<file path="config.mk">
export PLATFORM = sky130hd
export DESIGN_NAME = pair_distance_binner
export DESIGN_NICKNAME = d
export VERILOG_FILES = /design/src/design/pdb_pkg.sv /design/src/design/pair_distance_binner.sv
export SDC_FILE = /design/constraint.sdc
export NUM_CORES = 2
export LEC_CHECK = 0
export BUFFER_PORTS_ARGS = -buffer_cell sky130_fd_sc_hd__buf_2
export CORE_AREA = 2 2 478 361
export DETAILED_ROUTE_END_ITERATION = 8
export DIE_AREA = 0 0 480 363
export SLEW_MARGIN = 20
export SYNTH_ARGS = -nofsm -noshare
export SYNTH_HDL_FRONTEND = slang
export SYNTH_SLANG_ARGS = --single-unit
</file>
<file path="constraint.sdc">
create_clock -name clk_i -period 10.2 [get_ports clk_i]
set_input_delay 2.04 -clock clk_i [delete_from_list [all_inputs] [get_ports clk_i]]
set_output_delay 2.04 -clock clk_i [all_outputs]
set_load 0.1 [all_outputs]
</file>
<file path="src/design/pdb_pkg.sv">
`timescale 1ns / 1ps
// ----------------------------------------------------------------------------
// pdb_pkg: shared types and constants of the pair distance binner
// Operation codes, configuration register indexes, fixed field widths,
// register reset values and the one-hot sequencer states.
// ----------------------------------------------------------------------------
package pdb_pkg;

  // Fixed field widths
  localparam int EDGE_W  = 52;
  localparam int TRACK_W = 20;
  localparam int FRAME_W = 16;
  localparam int LEN_W   = 17;
  localparam int CFG_W   = 16;
  localparam int COUNT_W = 17;
  localparam int BINO_W  = 3;

  // Operation codes
  localparam logic OP_LOAD = 1'b0;
  localparam logic OP_PAIR = 1'b1;

  // Configuration register indexes
  localparam logic CFG_MIN_LEN   = 1'b0;
  localparam logic CFG_MAX_PAIRS = 1'b1;

  // Register reset values
  localparam logic [CFG_W-1:0] MIN_LEN_RST   = 16'd100;
  localparam logic [CFG_W-1:0] MAX_PAIRS_RST = 16'd50000;

  // Sequencer states
  typedef enum logic [4:0] {
    ST_IDLE   = 5'b00001,
    ST_SQUARE = 5'b00010,
    ST_CHECK  = 5'b00100,
    ST_WALK   = 5'b01000,
    ST_FLUSH  = 5'b10000
  } state_e;

endpackage

</file>
<file path="src/design/pair_distance_binner.sv">
`timescale 1ns / 1ps
// ----------------------------------------------------------------------------
// pair_distance_binner: sorts particle pairs into squared-distance bins
// One shared squaring multiplier forms the squared distance, then a walk
// over the bins compares it with the stored edges, one bin per cycle.
// ----------------------------------------------------------------------------
//
//  channel   handshake                      payload
//  -------   -----------------------------  ---------------------------------
//  item      start high and busy low         op_i, bin_select_i, edges, deltas,
//                                            tracks, frame, end frames
//  result    result_valid_o, one cycle each  bin_index_o, out_track_a_o, ...
//  config    cfg_we_i                        cfg_idx_i, cfg_wdata_i
//
//  A load word takes effect at once and leaves busy low.
//  A pair word runs squaring, a range check that ends it when the distance lies past the
//  last bin, a walk of up to NUM_BINS bins (one edge memory read each) and a flush.
//  A record is held until the next recorded bin or the flush, then shows in the cycle after.
//  Reset clears the sequencer, counts (per-bin valid bits) and full flags;
//  edges hold garbage until loaded. Results cannot be stalled.

module pair_distance_binner #(
  parameter int NUM_BINS   = 8,
  parameter int COORD_BITS = 25
) (
  input  logic                              clk_i,
  input  logic                              rst_ni,
  // item channel
  input  logic                              start,
  output logic                              busy,
  input  logic                              op_i,
  input  logic [pdb_pkg::BINO_W-1:0]        bin_select_i,
  input  logic [pdb_pkg::EDGE_W-1:0]        edge_low_sq_i,
  input  logic [pdb_pkg::EDGE_W-1:0]        edge_high_sq_i,
  input  logic signed [COORD_BITS-1:0]      delta_x_i,
  input  logic signed [COORD_BITS-1:0]      delta_y_i,
  input  logic signed [COORD_BITS-1:0]      delta_z_i,
  input  logic [pdb_pkg::TRACK_W-1:0]       track_a_i,
  input  logic [pdb_pkg::TRACK_W-1:0]       track_b_i,
  input  logic [pdb_pkg::FRAME_W-1:0]       frame_number_i,
  input  logic [pdb_pkg::FRAME_W-1:0]       end_frame_a_i,
  input  logic [pdb_pkg::FRAME_W-1:0]       end_frame_b_i,
  // result channel
  output logic                              result_valid_o,
  output logic [pdb_pkg::BINO_W-1:0]        bin_index_o,
  output logic [pdb_pkg::TRACK_W-1:0]       out_track_a_o,
  output logic [pdb_pkg::TRACK_W-1:0]       out_track_b_o,
  output logic [pdb_pkg::FRAME_W-1:0]       out_frame_o,
  output logic [pdb_pkg::LEN_W-1:0]         pair_length_o,
  output logic                              last_of_run_o,
  // configuration port
  input  logic                              cfg_we_i,
  input  logic                              cfg_idx_i,
  input  logic [pdb_pkg::CFG_W-1:0]         cfg_wdata_i
);
  import pdb_pkg::*;

  localparam int IDX_W  = (NUM_BINS > 1) ? $clog2(NUM_BINS) : 1;
  localparam int DIST_W = 2 * COORD_BITS;
  localparam int CMP_W  = (DIST_W > EDGE_W) ? DIST_W : EDGE_W;
  localparam logic [IDX_W-1:0] LAST_BIN = IDX_W'(NUM_BINS - 1);

  // Control state
  state_e               state_q, state_d;
  logic [1:0]           sq_cnt_q;
  logic [IDX_W-1:0]     walk_q;
  logic                 pend_vld_q;
  logic                 out_vld_q;
  logic [CFG_W-1:0]     min_len_q;
  logic [CFG_W-1:0]     max_pairs_q;
  logic [NUM_BINS-1:0]  cnt_vld_q;
  logic [NUM_BINS-1:0]  full_q;

  // Payload state
  logic [COORD_BITS-1:0] dx_q, dy_q, dz_q;
  logic [TRACK_W-1:0]    track_a_q, track_b_q;
  logic [FRAME_W-1:0]    frame_q;
  logic signed [LEN_W:0] len_q;
  logic [DIST_W-1:0]     prod_q, dist_q;
  logic [IDX_W-1:0]      pend_bin_q;
  logic [BINO_W-1:0]     out_bin_q;
  logic                  out_last_q;

  // Bin memories
  logic [EDGE_W-1:0]  lo_mem [NUM_BINS];
  logic [EDGE_W-1:0]  hi_mem [NUM_BINS];
  logic [COUNT_W-1:0] cnt_mem [NUM_BINS];
  logic [EDGE_W-1:0]  lo_rd_q, hi_rd_q;
  logic [COUNT_W-1:0] cnt_rd_q;
  logic [IDX_W-1:0]   rd_addr;

  logic accept, accept_pair, load_hit;
  logic [FRAME_W-1:0]    end_min;
  logic signed [LEN_W:0] len_d;

  assign accept      = start && !busy;
  assign accept_pair = accept && (op_i == OP_PAIR);
  assign load_hit    = accept && (op_i == OP_LOAD) && (32'(bin_select_i) < NUM_BINS);

  // Pair length: smaller end frame minus frame plus one
  assign end_min = (end_frame_a_i < end_frame_b_i) ? end_frame_a_i : end_frame_b_i;
  assign len_d   = $signed({2'b00, end_min}) - $signed({2'b00, frame_number_i})
                   + (LEN_W+1)'(1);

  // Shared squaring unit: magnitude of one delta times itself
  logic [COORD_BITS-1:0] sq_sel, mag;
  logic [DIST_W-1:0]     prod;

  always_comb begin
    unique case (sq_cnt_q)
      2'd0:    sq_sel = dx_q;
      2'd1:    sq_sel = dy_q;
      default: sq_sel = dz_q;
    endcase
    mag  = sq_sel[COORD_BITS-1] ? (~sq_sel + COORD_BITS'(1)) : sq_sel;
    prod = {{COORD_BITS{1'b0}}, mag} * {{COORD_BITS{1'b0}}, mag};
  end

  // Bin evaluation for the walk step
  logic [CMP_W-1:0]   dist_c, lo_c, hi_c;
  logic [COUNT_W-1:0] cnt_cur, cnt_inc;
  logic               len_ok, stop, hit, beyond, bin_full;

  always_comb begin
    dist_c   = CMP_W'(dist_q);
    lo_c     = CMP_W'(lo_rd_q);
    hi_c     = CMP_W'(hi_rd_q);
    beyond   = dist_c > hi_c;
    len_ok   = len_q > $signed({2'b00, min_len_q});
    stop     = full_q[walk_q] || (dist_c < lo_c);
    hit      = !stop && !beyond && len_ok;
    cnt_cur  = cnt_vld_q[walk_q] ? cnt_rd_q : '0;
    cnt_inc  = (cnt_cur == '1) ? cnt_cur : cnt_cur + COUNT_W'(1);
    bin_full = cnt_inc > {1'b0, max_pairs_q};
  end

  // Read address: last bin for the range check, then one bin ahead of the walk
  always_comb begin
    unique case (state_q)
      ST_CHECK: rd_addr = '0;
      ST_WALK:  rd_addr = walk_q + IDX_W'(1);
      default:  rd_addr = LAST_BIN;
    endcase
  end

  // Sequencer next state
  always_comb begin
    state_d = state_q;
    unique case (state_q)
      ST_IDLE:   if (accept_pair) state_d = ST_SQUARE;
      ST_SQUARE: if (sq_cnt_q == 2'd3) state_d = ST_CHECK;
      ST_CHECK:  state_d = beyond ? ST_IDLE : ST_WALK;
      ST_WALK:   if (stop || walk_q == LAST_BIN) state_d = ST_FLUSH;
      ST_FLUSH:  state_d = ST_IDLE;
      default:   state_d = ST_IDLE;
    endcase
  end

  // Emit the held record when a newer one arrives or at the flush
  logic emit, emit_last;
  always_comb begin
    emit      = 1'b0;
    emit_last = 1'b0;
    if (state_q == ST_WALK && hit && pend_vld_q) begin
      emit = 1'b1;
    end else if (state_q == ST_FLUSH && pend_vld_q) begin
      emit      = 1'b1;
      emit_last = 1'b1;
    end
  end

  // Control registers
  always_ff @(posedge clk_i or negedge rst_ni) begin
    if (!rst_ni) begin
      state_q     <= ST_IDLE;
      sq_cnt_q    <= '0;
      walk_q      <= '0;
      pend_vld_q  <= 1'b0;
      out_vld_q   <= 1'b0;
      min_len_q   <= MIN_LEN_RST;
      max_pairs_q <= MAX_PAIRS_RST;
      cnt_vld_q   <= '0;
      full_q      <= '0;
    end else begin
      state_q   <= state_d;
      out_vld_q <= emit;
      if (cfg_we_i) begin
        unique case (cfg_idx_i)
          CFG_MIN_LEN:   min_len_q   <= cfg_wdata_i;
          CFG_MAX_PAIRS: max_pairs_q <= cfg_wdata_i;
          default: ;
        endcase
      end
      if (accept_pair) begin
        sq_cnt_q   <= '0;
        walk_q     <= '0;
        pend_vld_q <= 1'b0;
      end
      if (state_q == ST_SQUARE) sq_cnt_q <= sq_cnt_q + 2'd1;
      if (state_q == ST_WALK) begin
        walk_q <= walk_q + IDX_W'(1);
        if (hit) begin
          pend_vld_q        <= 1'b1;
          cnt_vld_q[walk_q] <= 1'b1;
          if (bin_full) full_q[walk_q] <= 1'b1;
        end
      end
      if (state_q == ST_FLUSH) pend_vld_q <= 1'b0;
    end
  end

  // Payload registers: captured word, squared distance, held record
  always_ff @(posedge clk_i) begin
    if (accept_pair) begin
      dx_q      <= delta_x_i;
      dy_q      <= delta_y_i;
      dz_q      <= delta_z_i;
      track_a_q <= track_a_i;
      track_b_q <= track_b_i;
      frame_q   <= frame_number_i;
      len_q     <= len_d;
      dist_q    <= '0;
    end
    if (state_q == ST_SQUARE) begin
      prod_q <= prod;
      if (sq_cnt_q != 2'd0) dist_q <= dist_q + prod_q;
    end
    if (state_q == ST_WALK && hit) pend_bin_q <= walk_q;
    if (emit) begin
      out_bin_q  <= BINO_W'(pend_bin_q);
      out_last_q <= emit_last;
    end
  end

  // Edge and count memories
  always_ff @(posedge clk_i) begin
    if (load_hit) begin
      lo_mem[IDX_W'(bin_select_i)] <= edge_low_sq_i;
      hi_mem[IDX_W'(bin_select_i)] <= edge_high_sq_i;
    end
    if (state_q == ST_WALK && hit) cnt_mem[walk_q] <= cnt_inc;
    lo_rd_q  <= lo_mem[rd_addr];
    hi_rd_q  <= hi_mem[rd_addr];
    cnt_rd_q <= cnt_mem[rd_addr];
  end

  // Outputs
  assign busy           = (state_q != ST_IDLE);
  assign result_valid_o = out_vld_q;
  assign bin_index_o    = out_bin_q;
  assign out_track_a_o  = track_a_q;
  assign out_track_b_o  = track_b_q;
  assign out_frame_o    = frame_q;
  assign pair_length_o  = len_q[LEN_W-1:0];
  assign last_of_run_o  = out_last_q;

endmodule

</file>
# Yosys cells after proc, flatten, opt, wreduce, memory -nomap -nowiden

Memory sizes are Yosys's and may differ from the RTL's. A register that Yosys moved wholly into a read port is not among the register bits.
Index checks and enable logic that the tools add are counted.

Input port bits: 292
Register bits: 316
Memories: 3
RAM bits: 968
Word-level logic and storage cells: 114

Bitwise gates (word level): 5
$mul: 1
Add/subtract/negate cells: 7
Magnitude comparators: 7
Mux-type cells: 34
Reductions and logical operators: 23
Equal/unequal tests: 13

Memory list:

| memory  | depth | bits a word | rd ports | clocked after memory_dff | write ports | line                       | RTL |
|---|---|---|---|---|---|---|---|
| hi_mem  | 8     | 52          | 1        | 1                        | 1           | pair_distance_binner.sv:86 | `logic [EDGE_W-1:0] hi_mem [NUM_BINS];` |
| lo_mem  | 8     | 52          | 1        | 1                        | 1           | pair_distance_binner.sv:85 | `logic [EDGE_W-1:0] lo_mem [NUM_BINS];` |
| cnt_mem | 8     | 17          | 1        | 1                        | 1           | pair_distance_binner.sv:87 | `logic [COUNT_W-1:0] cnt_mem [NUM_BINS];` |

Operator list:

| kind                                                             | number |
|---|---|
| 50-bit 2-to-1 mux                                                | 3 |
| 50-bit by 52-bit > comparator with 1-bit output                  | 1 |
| 50-bit by 52-bit < comparator with 1-bit output                  | 1 |
| 50-bit adder                                                     | 1 |
| 25-bit by 25-bit multiplier with 50-bit output                   | 1 |
| 25-bit case mux with 2 select lines                              | 1 |
| 17-bit 2-to-1 mux                                                | 2 |
| 25-bit by 1-bit adder with 25-bit output (second input constant) | 1 |
| 25-bit 2-to-1 mux                                                | 1 |
| 25-bit inverter                                                  | 1 |
| 5-bit case mux with 4 select lines                               | 1 |
| 17-bit by 2-bit adder with 18-bit output (second input constant) | 1 |
| 18-bit by 17-bit > comparator with 1-bit output                  | 1 |
| 17-bit by 1-bit adder with 17-bit output (second input constant) | 1 |
| 17-bit equality test (second input constant)                     | 1 |
| 17-bit by 16-bit > comparator with 1-bit output                  | 1 |
| 16-bit by 16-bit subtractor with 17-bit output                   | 1 |
| 16-bit < comparator                                              | 1 |
| 16-bit 2-to-1 mux                                                | 1 |
| 8-bit OR                                                         | 2 |
| 5-bit 2-to-1 mux                                                 | 3 |
| 1-bit 2-to-1 mux                                                 | 13 |
| 1-bit logical AND                                                | 9 |
| 1-bit binary-select mux with 3-bit select                        | 2 |
| 26 further kinds                                                 | 39 |

# Logic depth before layout (Yosys ltp)

Depth after elaboration: 9
Depth in mapped cells: 44

# Worst setup path before layout

OpenSTA, ideal clock, no wires.

Path type: input to register
Start: input port op_i
End: memory hi_mem[0][0] (enable)
Path slack: -0.003 ns
Arrival: 9.507 ns
Stages: 2
Path buffers: 0
Cell sequence: or3_1 -> nor3_1

Cells in the longest elaborated chain, start to end: 4

Ends and longest elaborated chain:

| element                                | line                        | RTL |
|---|---|---|
| start, declared                        | pair_distance_binner.sv:31  | `input logic op_i,` |
| 1-bit inverter                         | pair_distance_binner.sv:98  | `assign load_hit = accept && (op_i == OP_LOAD) && (32'(bin_select_i) < NUM_BINS);` |
| 1-bit logical AND                      | pair_distance_binner.sv:98  |  |
| 1-bit 2-to-1 mux                       | pair_distance_binner.sv:237 | `if (load_hit) begin` |
| 1-bit 2-to-1 mux (implied by the code) | pair_distance_binner.sv:239 | `hi_mem[IDX_W'(bin_select_i)] <= edge_high_sq_i;` |
| end, declared                          | pair_distance_binner.sv:86  |  |

No other way between the ends.

# Worst setup path in the final report

Start: register sq_cnt_q[1]
End: register prod_q[38], data pin

Cells in the longest elaborated chain, start to end: 6
Elaborated cells between the ends (all ways): 7
Classes of those cells: 1 x add/sub; 1 x mul; 1 x eq/ne; 2 x mux; 1 x bitwise; 1 x reduce/logical

Ends and longest elaborated chain:

| element                                                                                  | line                        | RTL |
|---|---|---|
| start, declared                                                                          | pair_distance_binner.sv:65  | `logic [1:0] sq_cnt_q;` |
| start signal, assigned                                                                   | pair_distance_binner.sv:199 | `if (state_q == ST_SQUARE) sq_cnt_q <= sq_cnt_q + 2'd1;` |
| 2-bit by 1-bit equality test with 1-bit output / 2-bit zero test (equally long branches) | pair_distance_binner.sv:110 | `unique case (sq_cnt_q)` |
| 25-bit case mux with 2 select lines (*)                                                  | pair_distance_binner.sv:110 |  |
| 25-bit inverter                                                                          | pair_distance_binner.sv:115 | `mag = sq_sel[COORD_BITS-1] ? (~sq_sel + COORD_BITS'(1)) : sq_sel;` |
| 25-bit by 1-bit adder with 25-bit output                                                 | pair_distance_binner.sv:115 |  |
| 25-bit 2-to-1 mux (*)                                                                    | pair_distance_binner.sv:115 |  |
| 25-bit by 25-bit multiplier with 50-bit output (*)                                       | pair_distance_binner.sv:116 | `prod = {{COORD_BITS{1'b0}}, mag} * {{COORD_BITS{1'b0}}, mag};` |
| via prod[38]                                                                             | pair_distance_binner.sv:107 | `logic [DIST_W-1:0] prod;` |
| end signal, assigned                                                                     | pair_distance_binner.sv:225 | `prod_q <= prod;` |
| end, declared                                                                            | pair_distance_binner.sv:79  | `logic [DIST_W-1:0] prod_q, dist_q;` |

Mark *: on every way through the listed nets, which the timed path passes. The rest lies on a longest branch.
A chain may end at the register's enable or synchronous reset.

==> summary.txt <==
Clocking
  • Clock tree from TritonCTS: yes
  • Count of H-tree levels built during CTS: 4
  • Clock transition at the register clock pins on the worst setup and hold paths after CTS: 0.06 ns
  • Hold buffer count at CTS: 0
  • CTS Root Cell: sky130_fd_sc_hd__clkbuf_16
  • Clock insertion delay at the later pin of the skew report: between 0.7 and 0.8 ns
  • CTS Sinks: 1404
  • Number of CTS-inserted buffers: 140
  • Buffer levels on the longest clock path: 3

Timing
  • Setup_tns: 0 ns
  • RSZ-0062 raised after global routing: true
  • Peak Freq: 103.2 MHz
  • Post-route minimum period: 9.693 ns
  • Skew final: 0.02189 ns
  • Number of hold violations in the final report: 0
  • Final count of pins violating max slew: 0
  • Slew of the pin with the lowest slew margin: 1.127 ns
  • Final-report setup violation count: 0
  • Ratio of final minimum period to clock period: 95.03%
  • Max-slew headroom at the worst pin: 22.95%

Job
  • Maximum capacitance violations: 0

Min path
  • Tightest Hold Check Type: reg -> reg

Setup path
  • Largest stage delay, worst path: 0.57 ns
  • Library cell contributing the largest single delay on the critical path: sky130_fd_sc_hd__fa_1
  • CP dominant cell by count: sky130_fd_sc_hd__inv_1
  • Startpoint type of the worst setup path: register
  • Type of the setup path with the least slack: reg -> reg
  • Worst EP required: between 10 and 15 ns
  • Worst Path Arrival: 10.21 ns
  • Worst Path Max Fanout: 31
  • Flop-to-flop setup slack: 0.51 ns
  • Critical path endpoint category: register

Die
  • Vert. Die Dim: around 360 um
  • Overall die area: 174200 um2
  • Io pins: roughly 370
  • Cell row count: ~130
  • Effective utilization at floorplan: 44.78%
  • Die W: 480 um
  • Placeable core region: 169500 um2

Final layout
  • Total number of nets in the final design: 7924
  • Leading cell type in the layout, fill and taps excluded: sky130_fd_sc_hd__edfxtp_1
  • Synth-to-Final Area Change: 12.22%
  • Number of fill cells: ~15000
  • Most frequent cells in the layout: sky130_fd_sc_hd__edfxtp_1 (1173), sky130_fd_sc_hd__nand2_1 (851), sky130_fd_sc_hd__inv_1 (844)
  • Share of post-route cells with drive strength above 1: around an eighth

Yosys
  • Total number of yosys warnings: 0
  • Synth Instances: 6436
  • Synth Area in Compound Gates: roughly a tenth
  • Synth Area in Adders: between 10% and 20%
  • Top-area cell type share of the netlist area: 46.41%
  • Ys async rst share: 4.274%
  • Share of the synthesized netlist area taken by xor and xnor gates: 1.884%
  • Number of enable-type register cells in the synthesized netlist: 1173
  • Flops & latches, synth: 1404
  • Post-synth top flop: sky130_fd_sc_hd__edfxtp_1
  • Sequential area share after synthesis: a little over half
  • Library cells used by synthesis: 88
  • Synthesized cell area: 75900 um2
  • Synth area leader: sky130_fd_sc_hd__edfxtp_1
  • Area fraction in and, or, nand and nor cells after synthesis: 9.680%
  • Cell types occupying the most area after synthesis: sky130_fd_sc_hd__edfxtp_1 (46%), sky130_fd_sc_hd__fa_1 (12%), sky130_fd_sc_hd__ha_1 (6.6%)
  • Syn avg cell area: between 10 and 15 um2
  • Mux share of post-synthesis cell area: less than 1%
  • Combinational family with the most area after synthesis: adder cells

Routing
  • 1st-pass router iterations: 6
  • Routed vias/inst: 5.505
  • DRT antenna net count: 0
  • DR DRC count: 0
  • Vias post-DR: around 50000
  • Average routed wire per standard cell: approximately 22 um
  • Routed WL: 200000 um
  • Count of routing violations after the opening detailed-route iteration: 4218

Global routing
  • Global-route wire length before repair: 306600 um
  • Sum of overflow across all layers after global routing: 0
  • Initial antenna violation count: 32
  • All-layer global routing usage: 22.86%
  • Number of global-route vias before repair: 50368
  • Maximum number of pins on one net before global-route repair: 184

Placement
  • Dpl hpwl: ~130000 um
  • Port bufs: 370
  • Gp weighted congestion: ~0.92

Status
  • Outcome: finished clean
## timing repair
item                                    4_1_cts  5_1_grt
gates resized for setup                       0       22
endpoints found under the setup margin        0       18
buffers inserted                              0        1
## synthesized netlist by cell type, drive strengths merged (7+ instances only)
cell       n
nor2b     53
ha       400
or3       17
nand3    306
inv      868
nor4      10
mux2      34
dfxtp    171
nor3      37
o211ai     8
clkbuf   264
nand2    852
and2      15
nand2b    21
xnor2     95
o21a      23
nor2     226
or2       17
a211oi    18
xor2      64
o31ai     12
o21ai    199
a31oi    137
dfstp     10
a21o     136
edfxtp  1173
nand3b     7
dfrtp     50
and3      16
o21bai    15
buf       40
a21oi    270
o221ai   245
nand4     49
fa       468
## logic make-up (layout without fill, tap and decap cells)
family                   after synthesis  in the layout
AND/OR/NAND/NOR                     1656           1657
flip-flops                          1404           1404
buffers and inverters               1174           1603
adder cells (fa/ha/maj)              868            868
multiplexers                          42             42
AO/OA/AOI/OAI                       1131           1131
other                                  2             23
XOR/XNOR                             159            159
## final cells by class
cell class / count / area, um2 / share of cell area [%]
Sequential cell: 1404 / 40160 / 47.15
Multi-Input combinational cell: 3875 / 31490 / 36.97
Clock buffer: 207 / 4029 / 4.730
Inverter: 870 / 3276 / 3.846
Tap cell: 2261 / 2829 / 3.322
Timing Repair Buffer: 473 / 2824 / 3.316
Clock inverter: 53 / 551.8 / 0.6479
Antenna cell: 5 / 12.51 / 0.01469
## flip-flops by register name (all words and copies together), names as in the netlist, 18 cells and up
register	flops
out_track_a_o	20
hi_c	52
dz_q	25
dist_q	50
lo_c	52
lo_mem	416
dy_q	25
out_track_b_o	20
cnt_mem	136
prod_q	49
len_q	18
dx_q	25
hi_mem	416
## critical path: cells and delay by family (launching register included)
family / cells / cell delay, ns
DFF: 1 / 0.35
AOI/OAI and AO/OA: 9 / 1.55
buffers and inverters: 12 / 1.14
adders and majority gates: 10 / 4.32
xor gates and xnor gates: 2 / 0.44
and+or+nand+nor: 6 / 1.63
## path summary, 6_finish.rpt
path | cells after the start | startpoint | endpoint
setup / recovery | 39 | sq_cnt_q[1] | prod_q[38]
hold / removal | 0 | pend_bin_q[0] | bin_index_o[0]
setup reg to reg | 39 | sq_cnt_q[1] | prod_q[38]
hold reg to reg | 0 | pend_bin_q[0] | bin_index_o[0]
max in group asynchronous | 2 | rst_ni | pend_vld_q
min in group asynchronous | 2 | rst_ni | max_pairs_q[13]
## routing by layer
metal / vias up / GRT usage (%) / share of wire [%]
met4: 26 / 5.438 / 2.1
li1: 23142 / - / -
met1: 25245 / 34.58 / 47
met3: 321 / 4.451 / 7.2
met5: - / 0 / 0.082
met2: 1623 / 33.85 / 44
## metrics by stage
step	utilization, %	std cells	setup WS [ns]	cell area [um2]	hold slack (ns)
after floorplan	-	6452	0.2147	75960	0.4003
after global placement	47.49	8881	0.3748	80490	0.4101
after detailed placement	47.49	8881	0.1280	80490	0.4168
after CTS	50.19	9141	0.08854	85070	0.4147
after global routing	50.25	9147	-0.02400	85170	0.4229
final	50.25	9148	0.5069	85170	0.4234
Power is left out: the tool's default activity adds up to more than one toggle a clock period on the data nets, which glitch-free logic cannot reach.
